==> src/hw/rtl/pal_pkg.sv <==
package pal_pkg;

  localparam int unsigned DefCapacity = 128;
  localparam int unsigned DataW       = 32;
  localparam int unsigned PosW        = 8;
  localparam int unsigned OutCntW     = 8;

  localparam logic [1:0] CMD_INSERT = 2'd0;
  localparam logic [1:0] CMD_DELETE = 2'd1;
  localparam logic [1:0] CMD_GET    = 2'd2;
  localparam logic [1:0] CMD_LOCATE = 2'd3;

  typedef enum logic [1:0] {
    SHIFT_HOLD,
    SHIFT_INS,
    SHIFT_DEL
  } shift_e;

  // Broadcast from the controller to every cell of the row.
  typedef struct packed {
    shift_e                  op;
    logic                    locate;
    logic [PosW-1:0]         pos;
    logic signed [DataW-1:0] val;
  } cell_ctrl_t;

endpackage

==> src/hw/rtl/pal_cell.sv <==
module pal_cell #(
  parameter int unsigned Index  = 0,
  parameter int unsigned CountW = 8
) (
  input  logic                             clk_i,
  input  pal_pkg::cell_ctrl_t              ctrl_i,
  input  logic [CountW-1:0]                count_i,
  input  logic signed [pal_pkg::DataW-1:0] left_i,
  input  logic signed [pal_pkg::DataW-1:0] right_i,
  output logic signed [pal_pkg::DataW-1:0] data_o,
  output logic                             hit_o
);
  import pal_pkg::*;

  logic signed [DataW-1:0] data_q;
  logic signed [DataW-1:0] data_d;
  logic                    at_pos;
  logic                    past_pos;
  logic                    occupied;

  // Positions are 1-based, so this cell sits at position Index + 1.
  assign at_pos   = (int'(ctrl_i.pos) == Index + 1);
  assign past_pos = (int'(ctrl_i.pos) < Index + 1);
  assign occupied = (int'(count_i) > Index);

  always_comb begin
    data_d = data_q;
    unique case (ctrl_i.op)
      SHIFT_HOLD: data_d = data_q;
      SHIFT_INS: begin
        if (at_pos) begin
          data_d = ctrl_i.val;
        end else if (past_pos) begin
          data_d = left_i;
        end
      end
      SHIFT_DEL: begin
        if (at_pos || past_pos) begin
          data_d = right_i;
        end
      end
      default: data_d = data_q;
    endcase
  end

  always_ff @(posedge clk_i) begin
    data_q <= data_d;
  end

  assign hit_o  = ctrl_i.locate ? (occupied && (data_q == ctrl_i.val)) : at_pos;
  assign data_o = data_q;

endmodule

==> config.mk <==
export PLATFORM = sky130hd
export DESIGN_NAME = pal_cell
export DESIGN_NICKNAME = d
export VERILOG_FILES = /design/src/hw/rtl/pal_pkg.sv /design/src/hw/rtl/pal_cell.sv
export SDC_FILE = /design/constraint.sdc
export NUM_CORES = 1
export LEC_CHECK = 0
export BUFFER_PORTS_ARGS = -buffer_cell sky130_fd_sc_hd__buf_4
export CAP_MARGIN = 0
export CELL_PAD_IN_SITES_DETAIL_PLACEMENT = 1
export CELL_PAD_IN_SITES_GLOBAL_PLACEMENT = 2
export CORE_MARGIN = 10
export CORE_UTILIZATION = 24
export DETAILED_ROUTE_END_ITERATION = 10
export PLACE_DENSITY_LB_ADDON = 0.08
export SLEW_MARGIN = 30
export SYNTH_ARGS = -nofsm -noshare
export SYNTH_HDL_FRONTEND = slang
export SYNTH_SLANG_ARGS = --single-unit
==> constraint.sdc <==
create_clock -name clk_i -period 3.13 [get_ports clk_i]
set_clock_uncertainty 0.1 [all_clocks]
set_input_delay 0.626 -clock clk_i [delete_from_list [all_inputs] [get_ports clk_i]]
set_output_delay 0.626 -clock clk_i [all_outputs]
set_load 0.02 [all_outputs]
* Word-level counts from Yosys, hierarchy flattened
Index checks and enable logic that the tools add are counted.
** Operators by class
- $add $sub $neg :: 0
- Multipliers :: 0
- Divide/modulo/power cells :: 0
- Magnitude comparators :: 2
- Equality and inequality tests :: 6
- Shifts and indexed selects :: 0
- Muxes and demuxes :: 5
- Bitwise logic cells :: 0
- Reductions and logical operators :: 4
** Operators with widths (count)
- $mux 32 :: 3
- $pmux 32 s2 :: 1
- $eq 32x32->1 :: 1
- $eq 8x1->1 const B :: 1
- $gt 8x1->1 const B :: 1
- $lt 8x1->1 const B :: 1
- $ne 3x3->1 const B :: 1
- $reduce_and 3->1 :: 1
- $eq 2x1->1 const B :: 1
- $eq 2x2->1 const B :: 1
- $ne 2x2->1 const B :: 1
- $reduce_bool 2->1 :: 1
- $logic_and 1x1->1 :: 1
- $logic_or 1x1->1 :: 1
- $mux 1 :: 1
** Storage, ports and cells
- Register bits :: 32
- Bits in latches :: 0
- Memory bits (writable) :: 0
- Memory bits (read-only) :: 0
- Input bits :: 116
- Output and inout port bits :: 33
- Logic and storage cells :: 18
- Memories kept :: 0

* Depth between registers and ports, before layout
- Depth after elaboration :: 4
- Depth in mapped cells :: 5
- Mapped depth without buffers :: 4

* Worst setup path before layout
OpenSTA, ideal clock, no wires.
- Path type :: input -> output
- From :: input ctrl_i[24] (netlist bit)
- To :: output hit_o
- Arrival time :: 1.773 ns
- Required time :: 2.404 ns
- Slack :: 0.631 ns
- Stages :: 4
- Buffers on the path :: 0
- Cell sequence :: xor2_1 -> nor4_1 -> nand4_1 -> o32ai_1
** Between the ends
- Word-level cells in the longest chain between the ends :: 3
** RTL lines
- start, declared :: line pal_cell.sv:6 : input pal_pkg::cell_ctrl_t ctrl_i,
- $eq 32x32->1 :: line pal_cell.sv:50 : assign hit_o = ctrl_i.locate ? (occupied && (data_q == ctrl_i.val)) : at_pos;
- $logic_and 1x1->1 :: line pal_cell.sv:50
- $mux 1 :: line pal_cell.sv:50
- end, declared :: line pal_cell.sv:11 : output logic hit_o
No other way between the ends.

* Worst setup path in the final report
- From :: input ctrl_i[6] (netlist bit)
- To :: output hit_o
Same word-level chain as after synthesis.

==> flow_metrics.tcl <==
set metrics [dict create \
    outcome "finished clean" \
    gp_congestion 0.7445 \
    nFillCells 975 \
    nets 457 \
    io_pins 149 \
    worst_setup_path_end_kind "primary output" \
    setup_slack_ps 361.4 \
    synthArstFlopShare_pct 0 \
    path_max_fanout 2 \
    row_count 33 \
    stdcell_count 446 \
    place_inst 439 \
    post-route-util_pct 40.74 \
    grt_max_degree 33 \
    detail-route-antenna-nets 0 \
    grt_antenna_before_repair 0 \
    critical_path_class "in -> out" \
    grt_setup_unrepaired "no" \
    power_leakage_nw 1.628 \
    crit_arrival_ps 2040 \
    grt_pass1_vias 2353 \
    fin_crit_sh_pct 88.45 \
    synth_seq_cells 32 \
    syn_nets 307 \
    ys_types 20 \
    finalInstanceArea_sq_mm 0.003381 \
    io_buffers 148 \
    drive_gt1_share_pct 47.80 \
    placed_cell_area_sq_mm 0.003304 \
    drt_iter0_markers 57 \
    routedWlPerCell_um 18.29 \
    cts_sinks 32 \
    dieArea_sq_mm 0.01272 \
    hold_violations 0 \
    layout_commonest_cell "buf_4" \
    hold_class "in -> reg" \
    synth_enable_flop_cells 32 \
    start_kind "primary input" \
    dp_slack_ps 362.6 \
    postSynthCellCount 191 \
    grt_pass1_wl_um 12750 \
    fp.dieH_um 112.8 \
    core_sq_mm 0.008299 \
    cts_buffer_depth 2 \
    numCtsBuffers 5 \
    ctsHtreeMaxLevel 2 \
    initial_utilization_pct 24.89 \
    powerDensity_mw_per_mm2 290.2 \
    ctsResizeCount 0 \
    cap_violations 0 \
    routed_wl_um 8158 \
    whs_path_depth 3 \
    slew_violations 0 \
    gr-total-overflow 0 \
    tightest_slew_ps 663.8 \
    cp.required_ps 2400 \
    fmax_ghz 0.3612 \
    drt-pass1-iter-count 4 \
    setup_tns_ps 0 \
    areaGrowthSynthToFinish_pct 63.66 \
    irDropWorstVdd_mv 0.1080 \
    hold_buffers 0 \
    drc 0 \
    setup_viol 0 \
    total_power_uw 981.2 \
    finalHoldWorstSlack_ps 520.8 \
    final_cell_mix "buf_4, nand2_1, mux2i_1, xor2_1, edfxtp_1" \
    largest_register_ffs 32 \
    place_hpwl_um 6875 \
    synth_ff_type "edfxtp_1" \
    synth_seq_area_share_pct 46.52 \
    routed-via-count 2005 \
    clk_pin_slew_worst_paths_ps 70 \
    via_per_inst 4.496 \
    holdPathEnd "data_o[1]" \
    track_usage_pct 12.31 \
    postCtsSetupBuffers 0 \
    cts_tree "done" \
    post-route-min-period_ps 2769 \
    die_w_um 112.8 \
    synth_area_per_cell_sq_um 10.82 \
    slew_headroom_pct 55.65 \
    yosysWarnings 0 \
    syn_area_sq_mm 0.002066 \
    holdCritStartpoint "right_i[1]" \
    cts-root-buf "clkbuf_8" \
    diodes 0 \
]
cell type report:
| type | instances | area, sq um | area share (%) |
|---|---|---|---|
| repair buffers | 153 | 1161 | 34.34 |
| multi-input cells | 149 | 1051 | 31.09 |
| flip-flops and latches | 32 | 960.9 | 28.42 |
| well taps | 105 | 131.4 | 3.886 |
| clock buffers | 5 | 68.82 | 2.036 |
| clock inverters | 2 | 7.507 | 0.2221 |
report_power, final:
part	total (mW)	internal [mW]	switching, mW
sequential	0.478	0.477	0.00118
combinational	0.208	0.131	0.0768
clock	0.295	0.147	0.148
total	0.981	0.755	0.226
kinds of logic after synthesis:
logic type	count (synthesis)	share of synthesized area, %
simple gates	51	12.84
mux	32	15.51
xor+xnor	33	13.99
buf+inv	10	2.967
compound gates	33	8.177
flops	32	46.52
worst max-delay path by stage:
| stage | from | end | slack (ps) |
|---|---|---|---|
| after floorplan | ctrl_i[24] | hit_o | 630 |
| after global placement | ctrl_i[29] | hit_o | 350 |
| after detailed placement | ctrl_i[29] | hit_o | 360 |
| after CTS | ctrl_i[29] | hit_o | 350 |
| after global routing | ctrl_i[29] | hit_o | 260 |
| final | ctrl_i[6] | hit_o | 360 |
worst max-delay path: stages:
cell and delay [ps]:
buf_4 120, xor2_1 150, nor4_1 420, nand4_1 210
o32ai_1 320, buf_4 200
routing by layer:
layer / part of all wire (%) / vias to the layer above / global-route usage (%)
met4: 0.36 / 0 / 2.030
met5: 0 / - / 0
met3: 11 / 2 / 6.022
li1: - / 991 / -
met2: 51 / 78 / 21.24
met1: 38 / 934 / 13.56
synth_stat cells (2+ instances only):
| cell type | n | area [sq um] |
|---|---|---|
| nor4_1 | 9 | 56.30 |
| o21ai_0 | 3 | 15.01 |
| mux2i_1 | 32 | 320.3 |
| nand2_1 | 33 | 123.9 |
| nand4_1 | 2 | 12.51 |
| o21ai_1 | 29 | 145.1 |
| edfxtp_1 | 32 | 960.9 |
| clkbuf_1 | 6 | 22.52 |
| buf_6 | 3 | 33.78 |
| xor2_1 | 32 | 280.3 |
(Power assumes the default switching activity.)
